[src/hw/rtl/assert_macros.svh]
// Assertion macros used by the back part of the sequence checker.
`ifndef ASSERT_MACROS_SVH
`define ASSERT_MACROS_SVH

// Checks a property on every rising edge outside reset.
`define ASSERT_RST(lbl, clk, rst, prop) \
    lbl: assert property (@(posedge clk) disable iff (!rst) prop) \
        else $error("ursc: property violated");

// Checks that a condition never holds outside reset.
`define ASSERT_NEVER(lbl, clk, rst, cond) \
    lbl: assert property (@(posedge clk) disable iff (!rst) !(cond)) \
        else $error("ursc: forbidden condition seen");

`endif

[src/hw/rtl/ursc_pkg.sv]
// Types and constants shared by the sequence checker modules.
`default_nettype none

package ursc_pkg;

    localparam logic [2:0] CMD_DATA    = 3'd0;
    localparam logic [2:0] CMD_REPORT  = 3'd1;
    localparam logic [2:0] CMD_START   = 3'd2;
    localparam logic [2:0] CMD_CLEAR   = 3'd3;
    localparam logic [2:0] CMD_UNKNOWN = 3'd4;
    localparam logic [2:0] CMD_EMPTY   = 3'd5;

    localparam logic [1:0] REG_MAGIC       = 2'd0;
    localparam logic [1:0] REG_VERSION     = 2'd1;
    localparam logic [1:0] REG_MAX_PAYLOAD = 2'd2;

    localparam logic [31:0] MAGIC_RESET       = 32'd0;
    localparam logic [15:0] VERSION_RESET     = 16'd1;
    localparam logic [15:0] MAX_PAYLOAD_RESET = 16'd1472;

    localparam logic [15:0] HDR_BYTES   = 16'd20;
    localparam logic [15:0] START_BYTES = 16'd32;
    localparam logic [31:0] MIN_SIZE    = 32'd20;

    localparam int USEC_W = 20;
    localparam logic [USEC_W-1:0] USEC_PER_SEC = 20'd1000000;

    localparam int DVD_W = 32 + USEC_W;
    localparam int CNT_W = $clog2(DVD_W + 1);

    localparam int QDEPTH = 2;
    localparam int QAW    = $clog2(QDEPTH);

    typedef enum logic [2:0] {
        ACT_IGNORE,
        ACT_BAD,
        ACT_DATA,
        ACT_REPORT,
        ACT_CLEAR
    } act_t;

    typedef enum logic [1:0] {
        ST_IDLE,
        ST_MUL,
        ST_LOAD,
        ST_DIV
    } back_state_t;

    typedef struct packed {
        logic [31:0] magic;
        logic [15:0] version;
        logic [15:0] max_payload;
    } cfg_t;

    typedef struct packed {
        act_t        act;
        logic [31:0] seq;
        logic [15:0] len;
        logic [31:0] now;
    } work_t;

    typedef struct packed {
        logic full;
        logic empty;
    } q_stat_t;

endpackage

`default_nettype wire

[src/hw/rtl/ursc_front.sv]
// Front part: validates each header word and classifies it into a queued action.
`default_nettype none

module ursc_front (
    input  logic                in_valid,
    output logic                in_ready,
    input  logic [2:0]          command,
    input  logic [31:0]         magic,
    input  logic [15:0]         version,
    input  logic [31:0]         seq_number,
    input  logic [31:0]         declared_length,
    input  logic [15:0]         datagram_len,
    input  logic [31:0]         now_us,
    input  logic [31:0]         start_count,
    input  logic [31:0]         start_size,
    input  ursc_pkg::cfg_t      cfg,
    input  ursc_pkg::q_stat_t   q_stat,
    output logic                q_push,
    output ursc_pkg::work_t     q_word
);
    import ursc_pkg::*;

    logic hdr_bad;
    logic start_bad;
    act_t act;

    assign hdr_bad = (datagram_len < HDR_BYTES) || (magic != cfg.magic)
                     || (version != cfg.version)
                     || (declared_length != {16'd0, datagram_len});

    assign start_bad = (datagram_len < START_BYTES) || (start_count == 32'd0)
                       || (start_size < MIN_SIZE) || (start_size > {16'd0, cfg.max_payload});

    always_comb
    begin
        act = ACT_BAD;
        if (command == CMD_EMPTY || hdr_bad)
        begin
            act = ACT_BAD;
        end
        else
        begin
            case (command)
                CMD_DATA:    act = ACT_DATA;
                CMD_REPORT:  act = ACT_REPORT;
                CMD_START:   act = start_bad ? ACT_BAD : ACT_IGNORE;
                CMD_CLEAR:   act = ACT_CLEAR;
                CMD_UNKNOWN: act = ACT_BAD;
                default:     act = ACT_BAD;
            endcase
        end
    end

    assign in_ready   = !q_stat.full;
    assign q_push     = in_valid && !q_stat.full;
    assign q_word.act = act;
    assign q_word.seq = seq_number;
    assign q_word.len = datagram_len;
    assign q_word.now = now_us;

endmodule

`default_nettype wire

[src/hw/rtl/ursc_fifo.sv]
// Short queue of classified words between the front and back parts.
`default_nettype none

module ursc_fifo (
    input  logic                clk,
    input  logic                rst_n,
    input  logic                push,
    input  ursc_pkg::work_t     push_word,
    input  logic                pop,
    output ursc_pkg::work_t     head,
    output ursc_pkg::q_stat_t   stat
);
    import ursc_pkg::*;

    work_t           entry_reg [QDEPTH];
    logic [QAW-1:0]  wr_ptr_reg;
    logic [QAW-1:0]  wr_ptr_next;
    logic [QAW-1:0]  rd_ptr_reg;
    logic [QAW-1:0]  rd_ptr_next;
    logic [QAW:0]    count_reg;
    logic [QAW:0]    count_next;

    always_comb
    begin
        wr_ptr_next = push ? QAW'(wr_ptr_reg + 1'b1) : wr_ptr_reg;
        rd_ptr_next = pop ? QAW'(rd_ptr_reg + 1'b1) : rd_ptr_reg;
        count_next  = count_reg;
        if (push && !pop)
        begin
            count_next = (QAW + 1)'(count_reg + 1'b1);
        end
        else if (pop && !push)
        begin
            count_next = (QAW + 1)'(count_reg - 1'b1);
        end
    end

    always_ff @(posedge clk or negedge rst_n)
    begin
        if (!rst_n)
        begin
            wr_ptr_reg <= '0;
            rd_ptr_reg <= '0;
            count_reg  <= '0;
        end
        else
        begin
            wr_ptr_reg <= wr_ptr_next;
            rd_ptr_reg <= rd_ptr_next;
            count_reg  <= count_next;
        end
    end

    always_ff @(posedge clk)
    begin
        if (push)
        begin
            entry_reg[wr_ptr_reg] <= push_word;
        end
    end

    assign head       = entry_reg[rd_ptr_reg];
    assign stat.full  = (count_reg == (QAW + 1)'(QDEPTH));
    assign stat.empty = (count_reg == '0);

endmodule

`default_nettype wire

[src/hw/rtl/ursc_div.sv]
// Shift-subtract divider that yields the low 32 bits of the quotient, one bit a cycle.
`default_nettype none

module ursc_div (
    input  logic                        clk,
    input  logic                        rst_n,
    input  logic                        start,
    input  logic [ursc_pkg::DVD_W-1:0]  dividend,
    input  logic [31:0]                 divisor,
    output logic                        done,
    output logic [31:0]                 quotient
);
    import ursc_pkg::*;

    logic [DVD_W-1:0] dvd_reg;
    logic [31:0]      rem_reg;
    logic [31:0]      quo_reg;
    logic [CNT_W-1:0] cnt_reg;
    logic             busy_reg;
    logic             done_reg;
    logic [32:0]      trial;
    logic [32:0]      diff;
    logic             take;

    assign trial = {rem_reg, dvd_reg[DVD_W-1]};
    assign diff  = trial - {1'b0, divisor};
    assign take  = (trial >= {1'b0, divisor});

    always_ff @(posedge clk or negedge rst_n)
    begin
        if (!rst_n)
        begin
            busy_reg <= 1'b0;
            done_reg <= 1'b0;
            cnt_reg  <= '0;
        end
        else
        begin
            done_reg <= 1'b0;
            if (start)
            begin
                busy_reg <= 1'b1;
                cnt_reg  <= CNT_W'(DVD_W);
            end
            else if (busy_reg)
            begin
                cnt_reg <= CNT_W'(cnt_reg - 1'b1);
                if (cnt_reg == CNT_W'(1))
                begin
                    busy_reg <= 1'b0;
                    done_reg <= 1'b1;
                end
            end
        end
    end

    always_ff @(posedge clk)
    begin
        if (start)
        begin
            dvd_reg <= dividend;
            rem_reg <= '0;
            quo_reg <= '0;
        end
        else if (busy_reg)
        begin
            dvd_reg <= {dvd_reg[DVD_W-2:0], 1'b0};
            rem_reg <= take ? diff[31:0] : trial[31:0];
            quo_reg <= {quo_reg[30:0], take};
        end
    end

    assign done     = done_reg;
    assign quotient = quo_reg;

endmodule

`default_nettype wire

[src/hw/rtl/ursc_back.sv]
// Back part: carries out queued actions, keeps the statistics and builds report words.
`default_nettype none

`include "assert_macros.svh"

module ursc_back (
    input  logic                clk,
    input  logic                rst_n,
    input  ursc_pkg::q_stat_t   q_stat,
    input  ursc_pkg::work_t     q_head,
    output logic                q_pop,
    output logic                out_valid,
    input  logic                out_ready,
    output logic [31:0]         packets_seen,
    output logic [31:0]         bytes_seen,
    output logic [31:0]         missing_count,
    output logic [31:0]         malformed_count,
    output logic [31:0]         reordered_count,
    output logic [31:0]         elapsed_time,
    output logic [31:0]         rate_bps
);
    import ursc_pkg::*;

    back_state_t      state_reg;
    back_state_t      state_next;

    logic [31:0]      packet_total_reg;
    logic [31:0]      packet_total_next;
    logic [31:0]      byte_total_reg;
    logic [31:0]      byte_total_next;
    logic [31:0]      gap_total_reg;
    logic [31:0]      gap_total_next;
    logic [31:0]      bad_total_reg;
    logic [31:0]      bad_total_next;
    logic [31:0]      late_total_reg;
    logic [31:0]      late_total_next;
    logic [31:0]      expected_seq_reg;
    logic [31:0]      expected_seq_next;
    logic [31:0]      first_arrival_reg;
    logic [31:0]      first_arrival_next;
    logic [31:0]      last_arrival_reg;
    logic [31:0]      last_arrival_next;
    logic             has_started_reg;
    logic             has_started_next;

    logic [31:0]      el_reg;
    logic [DVD_W-1:0] product_reg;

    logic             out_valid_reg;
    logic [31:0]      packets_seen_reg;
    logic [31:0]      bytes_seen_reg;
    logic [31:0]      missing_count_reg;
    logic [31:0]      malformed_count_reg;
    logic [31:0]      reordered_count_reg;
    logic [31:0]      elapsed_time_reg;
    logic [31:0]      rate_bps_reg;

    logic             head_is_report;
    logic             can_pop;
    logic [31:0]      el_cur;
    logic [31:0]      seq_diff;
    logic             load_now;
    logic             load_div;
    logic             div_start;
    logic             div_done;
    logic [31:0]      div_quo;

    assign head_is_report = (q_head.act == ACT_REPORT);
    assign can_pop  = !q_stat.empty && (!head_is_report || !out_valid_reg);
    assign el_cur   = has_started_reg ? (last_arrival_reg - first_arrival_reg) : 32'd0;
    assign seq_diff = q_head.seq - expected_seq_reg;

    always_comb
    begin
        state_next = state_reg;
        case (state_reg)
            ST_IDLE:
            begin
                if (can_pop && head_is_report && el_cur != 32'd0)
                begin
                    state_next = ST_MUL;
                end
            end
            ST_MUL:  state_next = ST_LOAD;
            ST_LOAD: state_next = ST_DIV;
            ST_DIV:
            begin
                if (div_done)
                begin
                    state_next = ST_IDLE;
                end
            end
            default: state_next = ST_IDLE;
        endcase
    end

    always_comb
    begin
        q_pop     = 1'b0;
        load_now  = 1'b0;
        load_div  = 1'b0;
        div_start = 1'b0;
        case (state_reg)
            ST_IDLE:
            begin
                q_pop    = can_pop;
                load_now = can_pop && head_is_report && el_cur == 32'd0;
            end
            ST_MUL:  q_pop = 1'b0;
            ST_LOAD: div_start = 1'b1;
            ST_DIV:  load_div = div_done;
            default: q_pop = 1'b0;
        endcase
    end

    always_comb
    begin
        packet_total_next  = packet_total_reg;
        byte_total_next    = byte_total_reg;
        gap_total_next     = gap_total_reg;
        bad_total_next     = bad_total_reg;
        late_total_next    = late_total_reg;
        expected_seq_next  = expected_seq_reg;
        first_arrival_next = first_arrival_reg;
        last_arrival_next  = last_arrival_reg;
        has_started_next   = has_started_reg;
        if (q_pop)
        begin
            case (q_head.act)
                ACT_BAD: bad_total_next = bad_total_reg + 32'd1;
                ACT_DATA:
                begin
                    if (!has_started_reg)
                    begin
                        has_started_next   = 1'b1;
                        first_arrival_next = q_head.now;
                        expected_seq_next  = q_head.seq + 32'd1;
                    end
                    else if (!seq_diff[31])
                    begin
                        gap_total_next    = gap_total_reg + seq_diff;
                        expected_seq_next = q_head.seq + 32'd1;
                    end
                    else
                    begin
                        late_total_next = late_total_reg + 32'd1;
                    end
                    last_arrival_next = q_head.now;
                    packet_total_next = packet_total_reg + 32'd1;
                    byte_total_next   = byte_total_reg + {16'd0, q_head.len};
                end
                ACT_CLEAR:
                begin
                    packet_total_next  = '0;
                    byte_total_next    = '0;
                    gap_total_next     = '0;
                    bad_total_next     = '0;
                    late_total_next    = '0;
                    expected_seq_next  = '0;
                    first_arrival_next = '0;
                    last_arrival_next  = '0;
                    has_started_next   = 1'b0;
                end
                default: bad_total_next = bad_total_reg;
            endcase
        end
    end

    always_ff @(posedge clk or negedge rst_n)
    begin
        if (!rst_n)
        begin
            state_reg         <= ST_IDLE;
            packet_total_reg  <= '0;
            byte_total_reg    <= '0;
            gap_total_reg     <= '0;
            bad_total_reg     <= '0;
            late_total_reg    <= '0;
            expected_seq_reg  <= '0;
            first_arrival_reg <= '0;
            last_arrival_reg  <= '0;
            has_started_reg   <= 1'b0;
            out_valid_reg     <= 1'b0;
        end
        else
        begin
            state_reg         <= state_next;
            packet_total_reg  <= packet_total_next;
            byte_total_reg    <= byte_total_next;
            gap_total_reg     <= gap_total_next;
            bad_total_reg     <= bad_total_next;
            late_total_reg    <= late_total_next;
            expected_seq_reg  <= expected_seq_next;
            first_arrival_reg <= first_arrival_next;
            last_arrival_reg  <= last_arrival_next;
            has_started_reg   <= has_started_next;
            if (load_now || load_div)
            begin
                out_valid_reg <= 1'b1;
            end
            else if (out_ready)
            begin
                out_valid_reg <= 1'b0;
            end
        end
    end

    always_ff @(posedge clk)
    begin
        if (q_pop && head_is_report)
        begin
            el_reg <= el_cur;
        end
        if (state_reg == ST_MUL)
        begin
            product_reg <= DVD_W'(byte_total_reg) * DVD_W'(USEC_PER_SEC);
        end
        if (load_now || load_div)
        begin
            packets_seen_reg    <= packet_total_reg;
            bytes_seen_reg      <= byte_total_reg;
            missing_count_reg   <= gap_total_reg;
            malformed_count_reg <= bad_total_reg;
            reordered_count_reg <= late_total_reg;
            elapsed_time_reg    <= load_div ? el_reg : el_cur;
            rate_bps_reg        <= load_div ? div_quo : 32'd0;
        end
    end

    ursc_div u_div (
        .clk      (clk),
        .rst_n    (rst_n),
        .start    (div_start),
        .dividend (product_reg),
        .divisor  (el_reg),
        .done     (div_done),
        .quotient (div_quo)
    );

    assign out_valid       = out_valid_reg;
    assign packets_seen    = packets_seen_reg;
    assign bytes_seen      = bytes_seen_reg;
    assign missing_count   = missing_count_reg;
    assign malformed_count = malformed_count_reg;
    assign reordered_count = reordered_count_reg;
    assign elapsed_time    = elapsed_time_reg;
    assign rate_bps        = rate_bps_reg;

    `ASSERT_RST(a_pop_only_idle, clk, rst_n, q_pop |-> (state_reg == ST_IDLE))
    `ASSERT_RST(a_pop_not_empty, clk, rst_n, q_pop |-> !q_stat.empty)
    `ASSERT_RST(a_busy_no_out, clk, rst_n, (state_reg != ST_IDLE) |-> !out_valid_reg)
    `ASSERT_RST(a_done_in_div, clk, rst_n, div_done |-> (state_reg == ST_DIV))
    `ASSERT_NEVER(a_start_with_pop, clk, rst_n, div_start && q_pop)

endmodule

`default_nettype wire

[src/hw/rtl/udp_rx_sequence_checker_top.sv]
// Top level of the received-packet sequence checker with its register port.
//
//   Port group   Direction  Handshake             Contents
//   in_*         in         in_valid / in_ready   one decoded header word
//   out_*        out        out_valid / out_ready one statistics report word
//   p*           in/out     APB write and read    magic, version, max payload
//
// The back part applies data, start, clear and rejected words in its idle state.
// A report with no elapsed time is loaded from the idle state; any other goes
// through the multiply by one million and the 52-step shift-subtract divider.
// The front accepts one word a cycle while the two-entry queue has room.
// Reset clears the counters and loads the register reset values; no clearing pass.
`default_nettype none

module udp_rx_sequence_checker_top (
    input  logic        clk,
    input  logic        rst_n,
    input  logic        psel,
    input  logic        penable,
    input  logic        pwrite,
    input  logic [3:0]  paddr,
    input  logic [31:0] pwdata,
    output logic [31:0] prdata,
    output logic        pready,
    input  logic        in_valid,
    output logic        in_ready,
    input  logic [2:0]  command,
    input  logic [31:0] magic,
    input  logic [15:0] version,
    input  logic [31:0] seq_number,
    input  logic [31:0] declared_length,
    input  logic [15:0] datagram_len,
    input  logic [31:0] now_us,
    input  logic [31:0] start_count,
    input  logic [31:0] start_size,
    output logic        out_valid,
    input  logic        out_ready,
    output logic [31:0] packets_seen,
    output logic [31:0] bytes_seen,
    output logic [31:0] missing_count,
    output logic [31:0] malformed_count,
    output logic [31:0] reordered_count,
    output logic [31:0] elapsed_time,
    output logic [31:0] rate_bps
);
    import ursc_pkg::*;

    cfg_t        cfg_reg;
    logic        wr_en;
    logic [1:0]  reg_idx;
    q_stat_t     q_stat;
    logic        q_push;
    logic        q_pop;
    work_t       q_word;
    work_t       q_head;

    assign pready  = 1'b1;
    assign wr_en   = psel && penable && pwrite;
    assign reg_idx = paddr[3:2];

    always_ff @(posedge clk or negedge rst_n)
    begin
        if (!rst_n)
        begin
            cfg_reg.magic       <= MAGIC_RESET;
            cfg_reg.version     <= VERSION_RESET;
            cfg_reg.max_payload <= MAX_PAYLOAD_RESET;
        end
        else if (wr_en)
        begin
            case (reg_idx)
                REG_MAGIC:       cfg_reg.magic       <= pwdata;
                REG_VERSION:     cfg_reg.version     <= pwdata[15:0];
                REG_MAX_PAYLOAD: cfg_reg.max_payload <= pwdata[15:0];
                default:         cfg_reg.magic       <= cfg_reg.magic;
            endcase
        end
    end

    always_comb
    begin
        case (reg_idx)
            REG_MAGIC:       prdata = cfg_reg.magic;
            REG_VERSION:     prdata = {16'd0, cfg_reg.version};
            REG_MAX_PAYLOAD: prdata = {16'd0, cfg_reg.max_payload};
            default:         prdata = 32'd0;
        endcase
    end

    ursc_front u_front (
        .in_valid        (in_valid),
        .in_ready        (in_ready),
        .command         (command),
        .magic           (magic),
        .version         (version),
        .seq_number      (seq_number),
        .declared_length (declared_length),
        .datagram_len    (datagram_len),
        .now_us          (now_us),
        .start_count     (start_count),
        .start_size      (start_size),
        .cfg             (cfg_reg),
        .q_stat          (q_stat),
        .q_push          (q_push),
        .q_word          (q_word)
    );

    ursc_fifo u_fifo (
        .clk       (clk),
        .rst_n     (rst_n),
        .push      (q_push),
        .push_word (q_word),
        .pop       (q_pop),
        .head      (q_head),
        .stat      (q_stat)
    );

    ursc_back u_back (
        .clk             (clk),
        .rst_n           (rst_n),
        .q_stat          (q_stat),
        .q_head          (q_head),
        .q_pop           (q_pop),
        .out_valid       (out_valid),
        .out_ready       (out_ready),
        .packets_seen    (packets_seen),
        .bytes_seen      (bytes_seen),
        .missing_count   (missing_count),
        .malformed_count (malformed_count),
        .reordered_count (reordered_count),
        .elapsed_time    (elapsed_time),
        .rate_bps        (rate_bps)
    );

endmodule

`default_nettype wire

[config.mk]
export PLATFORM = sky130hd
export DESIGN_NAME = udp_rx_sequence_checker_top
export DESIGN_NICKNAME = d
export VERILOG_FILES = /design/src/hw/rtl/ursc_pkg.sv /design/src/hw/rtl/ursc_front.sv /design/src/hw/rtl/ursc_fifo.sv /design/src/hw/rtl/ursc_div.sv /design/src/hw/rtl/ursc_back.sv /design/src/hw/rtl/udp_rx_sequence_checker_top.sv
export VERILOG_INCLUDE_DIRS = /design/src /design/src/hw/rtl
export SDC_FILE = /design/constraint.sdc
export NUM_CORES = 2
export LEC_CHECK = 0
export BUFFER_PORTS_ARGS = -buffer_cell sky130_fd_sc_hd__buf_2
export CORE_UTILIZATION = 50
export DETAILED_ROUTE_END_ITERATION = 6
export PLACE_DENSITY = 0.65
export SLEW_MARGIN = 20
export SYNTH_ARGS = -nofsm -noshare
export SYNTH_HDL_FRONTEND = slang
export SYNTH_SLANG_ARGS = --single-unit
[constraint.sdc]
create_clock -name clk -period 11.36 [get_ports clk]
set_input_delay 0.568 -clock clk [delete_from_list [all_inputs] [get_ports clk]]
set_output_delay 0.568 -clock clk [all_outputs]
set_load 0.02 [all_outputs]
==> flow_metrics.tcl <==
set metrics [dict create \
    run_status "complete, no violations" \
    synthSimpleGateAreaFrac 0.115 \
    timing.reg2reg.worst_path_depth 22 \
    routed_wire_length_per_instance_microns 19.6 \
    tritoncts.num_buffers 97 \
    post_cts_resize_count 0 \
    syn2layout_area_growth_pct 14.7 \
    synthMuxAreaShare 0.0653 \
    groute.usage.overall 0.246 \
    dominant_combinational_cell_family_by_area_after_synthesis "adder cells" \
    nets 5787 \
    final-hold-violation-count 0 \
    cts.clk_slew.worst_paths_ns 0.07 \
    crit_chain "inv_1 > fa_1 > inv_1 > fa_1 > fa_1 > fa_1 > ha_1 > inv_1 > fa_1 > inv_1 > ha_1 > a211oi_1 > nand4b_1 > and3_1 > a311o_1 > o211ai_1 > a31oi_1 > o2111ai_1 > a21boi_0 > o21ai_0 > a311o_1 > xnor2_1" \
    floorplan.initialDensity 0.504 \
    synth_top_area_cell "sky130_fd_sc_hd__edfxtp_1" \
    hold_wc_path_type "input port to flip-flop" \
    postSynth.topFlopCell "sky130_fd_sc_hd__edfxtp_1" \
    worst-slew-pin-transition_ns 1.06 \
    antenna_violations_before_repair 33 \
    timing.critical_path.slowest_cell_delay_ns 0.57 \
    ys.warnings.count 0 \
    power.ir.vdd_worst_uv 426 \
    timing.critical_path.max_delay_family "adder cells" \
    cp.required_ns 11.79 \
    proportion_of_layout_cells_with_a_drive_suffix_above_1 0.186 \
    cp_data_arrival_time_ns 7.38 \
    holdPathStages 1 \
    stdcell_area_sq_mm 0.0587 \
    wirelength_mm 127 \
    slew_violations 0 \
    synth_sequential_area_ratio 0.491 \
    critical-path-top-cell-by-count "sky130_fd_sc_hd__fa_1" \
    synth_compound_gate_area_share 0.0998 \
    cp-end-kind "flip-flop" \
    min_from "seq_number[25]" \
    cts_tree "yes" \
    worstPathMaxFanout 7 \
    cellLeakagePower_uw 0.0264 \
    cts_num_sinks 914 \
    gp_congestion 0.938 \
    count_of_unique_library_cells_instantiated_by_yosys 92 \
    worst_r2r_endpoint "u_back.product_reg[51]$_DFFE_PN_" \
    synth-xor-area-share 0.0539 \
    gr_overflow_total 0 \
    timing_worst_setup_path_type "flip-flop to flip-flop" \
    synthesis.nets 5278 \
    rsz0062_at_grt "false" \
    clock-skew-final_ns 0.0340 \
    ys_ff_latch 914 \
    die_x_microns 322 \
    area_after_detailed_placement_sq_mm 0.0554 \
    synth_fa_ha_area_frac 0.137 \
    reg2reg_setup_slack_ns 4.41 \
    buffer_ports.inserted 525 \
    synth.cells.most_frequent "514 x sky130_fd_sc_hd__edfxtp_1, 380 x sky130_fd_sc_hd__nand2_1, 374 x sky130_fd_sc_hd__inv_1" \
    critical_path.startpoint_type "flip-flop" \
    regToRegStartpoint "u_back.byte_total_reg[4]$_DFFE_PN0P_" \
    hold_path_end "u_fifo.entry_reg[1][73]$_DFFE_PP_" \
    power.density_mw_per_mm2 351 \
    worst_skew_pair.late_latency_ns 0.69 \
    maxClockFrequency_mhz 144 \
    cts.htree.levels 3 \
    routed-via-count 35339 \
    largest_register_ff_count 166 \
    pin_count 529 \
    average_via_count_per_standard_cell 5.43 \
    synthesis.instances 4533 \
    initialDrtViolationCount 2233 \
    post-route-period-util 0.612 \
    final.min_clock_period_ns 6.95 \
    syn_avg_cell_area_sq_um 11.3 \
    detailed_place_hpwl_mm 95.2 \
    crit_path_top_delay_cell "sky130_fd_sc_hd__fa_1" \
    cp.buffers_inverters 4 \
    clk_root_buf "sky130_fd_sc_hd__clkbuf_16" \
    post-route-drc-count 0 \
    drtAntennaViolNets 0 \
    row_count 117 \
    synth.cell_area_sq_mm 0.0512 \
    timing.setup.tns_ns 0 \
    ctsLongestPathBuffers 3 \
    first_global_vias 34433 \
    core-area_sq_mm 0.102 \
    timing.final.setup_violations 0 \
    die_height_microns 322 \
    maxCapViolations 0 \
    num-fill-cells 8618 \
    drt_first_pass_iters 5 \
    synth-edff-count 514 \
    post-synth-top-count-cell "sky130_fd_sc_hd__edfxtp_1" \
    largest_net_degree_at_the_start_of_global_routing 139 \
    synth_top_cell_area_share 0.301 \
    relSlewSlack 0.296 \
    die_area_sq_mm 0.104 \
    synthTopCellsByArea "sky130_fd_sc_hd__edfxtp_1 30%, sky130_fd_sc_hd__dfrtp_1 16%, sky130_fd_sc_hd__ha_1 8.2%" \
    grt_first_pass_wirelength_mm 198 \
    synth-async-reset-ratio 0.368 \
]
worst max path at each step:
stage / from / slack, ns / to / depth (start not counted)
2_1_floorplan: u_back.last_arrival_reg[0]$_DFFE_PN0P_ / 3.27 / u_back.bytes_seen[0]$_DFFE_PP_ / 15
3_3_place_gp: u_back.byte_total_reg[3]$_DFFE_PN0P_ / 4.44 / u_back.product_reg[51]$_DFFE_PN_ / 22
3_5_place_dp: u_back.byte_total_reg[3]$_DFFE_PN0P_ / 4.40 / u_back.product_reg[51]$_DFFE_PN_ / 22
4_1_cts: u_back.byte_total_reg[3]$_DFFE_PN0P_ / 4.38 / u_back.product_reg[51]$_DFFE_PN_ / 22
5_1_grt: u_back.byte_total_reg[4]$_DFFE_PN0P_ / 3.99 / u_back.product_reg[51]$_DFFE_PN_ / 22
6_report: u_back.byte_total_reg[4]$_DFFE_PN0P_ / 4.41 / u_back.product_reg[51]$_DFFE_PN_ / 22
final cells by class:
type                       instances  area, sq um  share of cell area
multi-input combinational       3098        24200               0.412
antenna                           11         27.5            0.000469
clock buffer                     134         2770              0.0472
timing repair buffer             556         2920              0.0497
clock inverter                    49          527             0.00897
sequential                       914        25100               0.428
inverter                         375         1410              0.0240
tap                             1368         1710              0.0292
cells in the final DEF (no fill, tap or decap), drive strengths merged, types with 14 or more instances in the layout:
cell,instances
nand3,83
buf,555
mux2i,127
a21o,108
o21bai,18
o21ai,184
ha,335
nor2b,39
and3,78
edfxtp,514
and4,14
clkinv,31
xor2,148
fa,140
dfxtp,64
nor2,315
nand4,64
o41ai,17
inv,382
nor3,48
a31oi,23
xnor2,167
o21a,31
clkbuf,134
nand2,380
dfrtp,331
or3,24
nor4,33
mux2,184
a211oi,50
o211ai,22
and2,42
a21oi,172
nand2b,50
o31ai,53
metrics by stage:
| stage | setup WS, ns | power [uW] | hold slack (ns) | utilization | instances |
|---|---|---|---|---|---|
| 2_1_floorplan | 3.27 | 14700 | 0.272 | - | 4533 |
| 3_3_place_gp | 4.44 | 17200 | 0.458 | 0.545 | 6309 |
| 3_5_place_dp | 4.40 | 17500 | 0.461 | 0.545 | 6309 |
| 4_1_cts | 4.38 | 20800 | 0.0243 | 0.577 | 6493 |
| 5_1_grt | 3.99 | 22600 | 0.0296 | 0.578 | 6502 |
| 6_report | 4.41 | 20600 | 0.0684 | 0.578 | 6505 |
report_power, final:
group	total, uW	internal (uW)	switching, uW
clock	3230	1860	1370
sequential	5180	4690	484
combinational	12200	5220	6980
total	20600	11800	8830
cell families (layout without fill, tap and decap cells):
logic type | after synthesis | count (layout)
simple gates | 1222 | 1222
flops | 914 | 914
compound gates | 774 | 774
buf+inv | 521 | 1114
fa+ha+maj | 475 | 475
xor+xnor | 315 | 315
mux | 311 | 311
other cells | 1 | 12
routing by layer:
layer  track usage  wire length [microns]
met1         0.326                  55400
met2         0.408                  60200
met3        0.0402                   6400
met4        0.0888                   5050
met5             0                    115
what timing repair did:
item / in CTS / in global routing
setup buffers: 0 / 0
hold buffers: 1 / 0
hold endpoints to repair: 89 / 0
(Power assumes the default switching activity.)
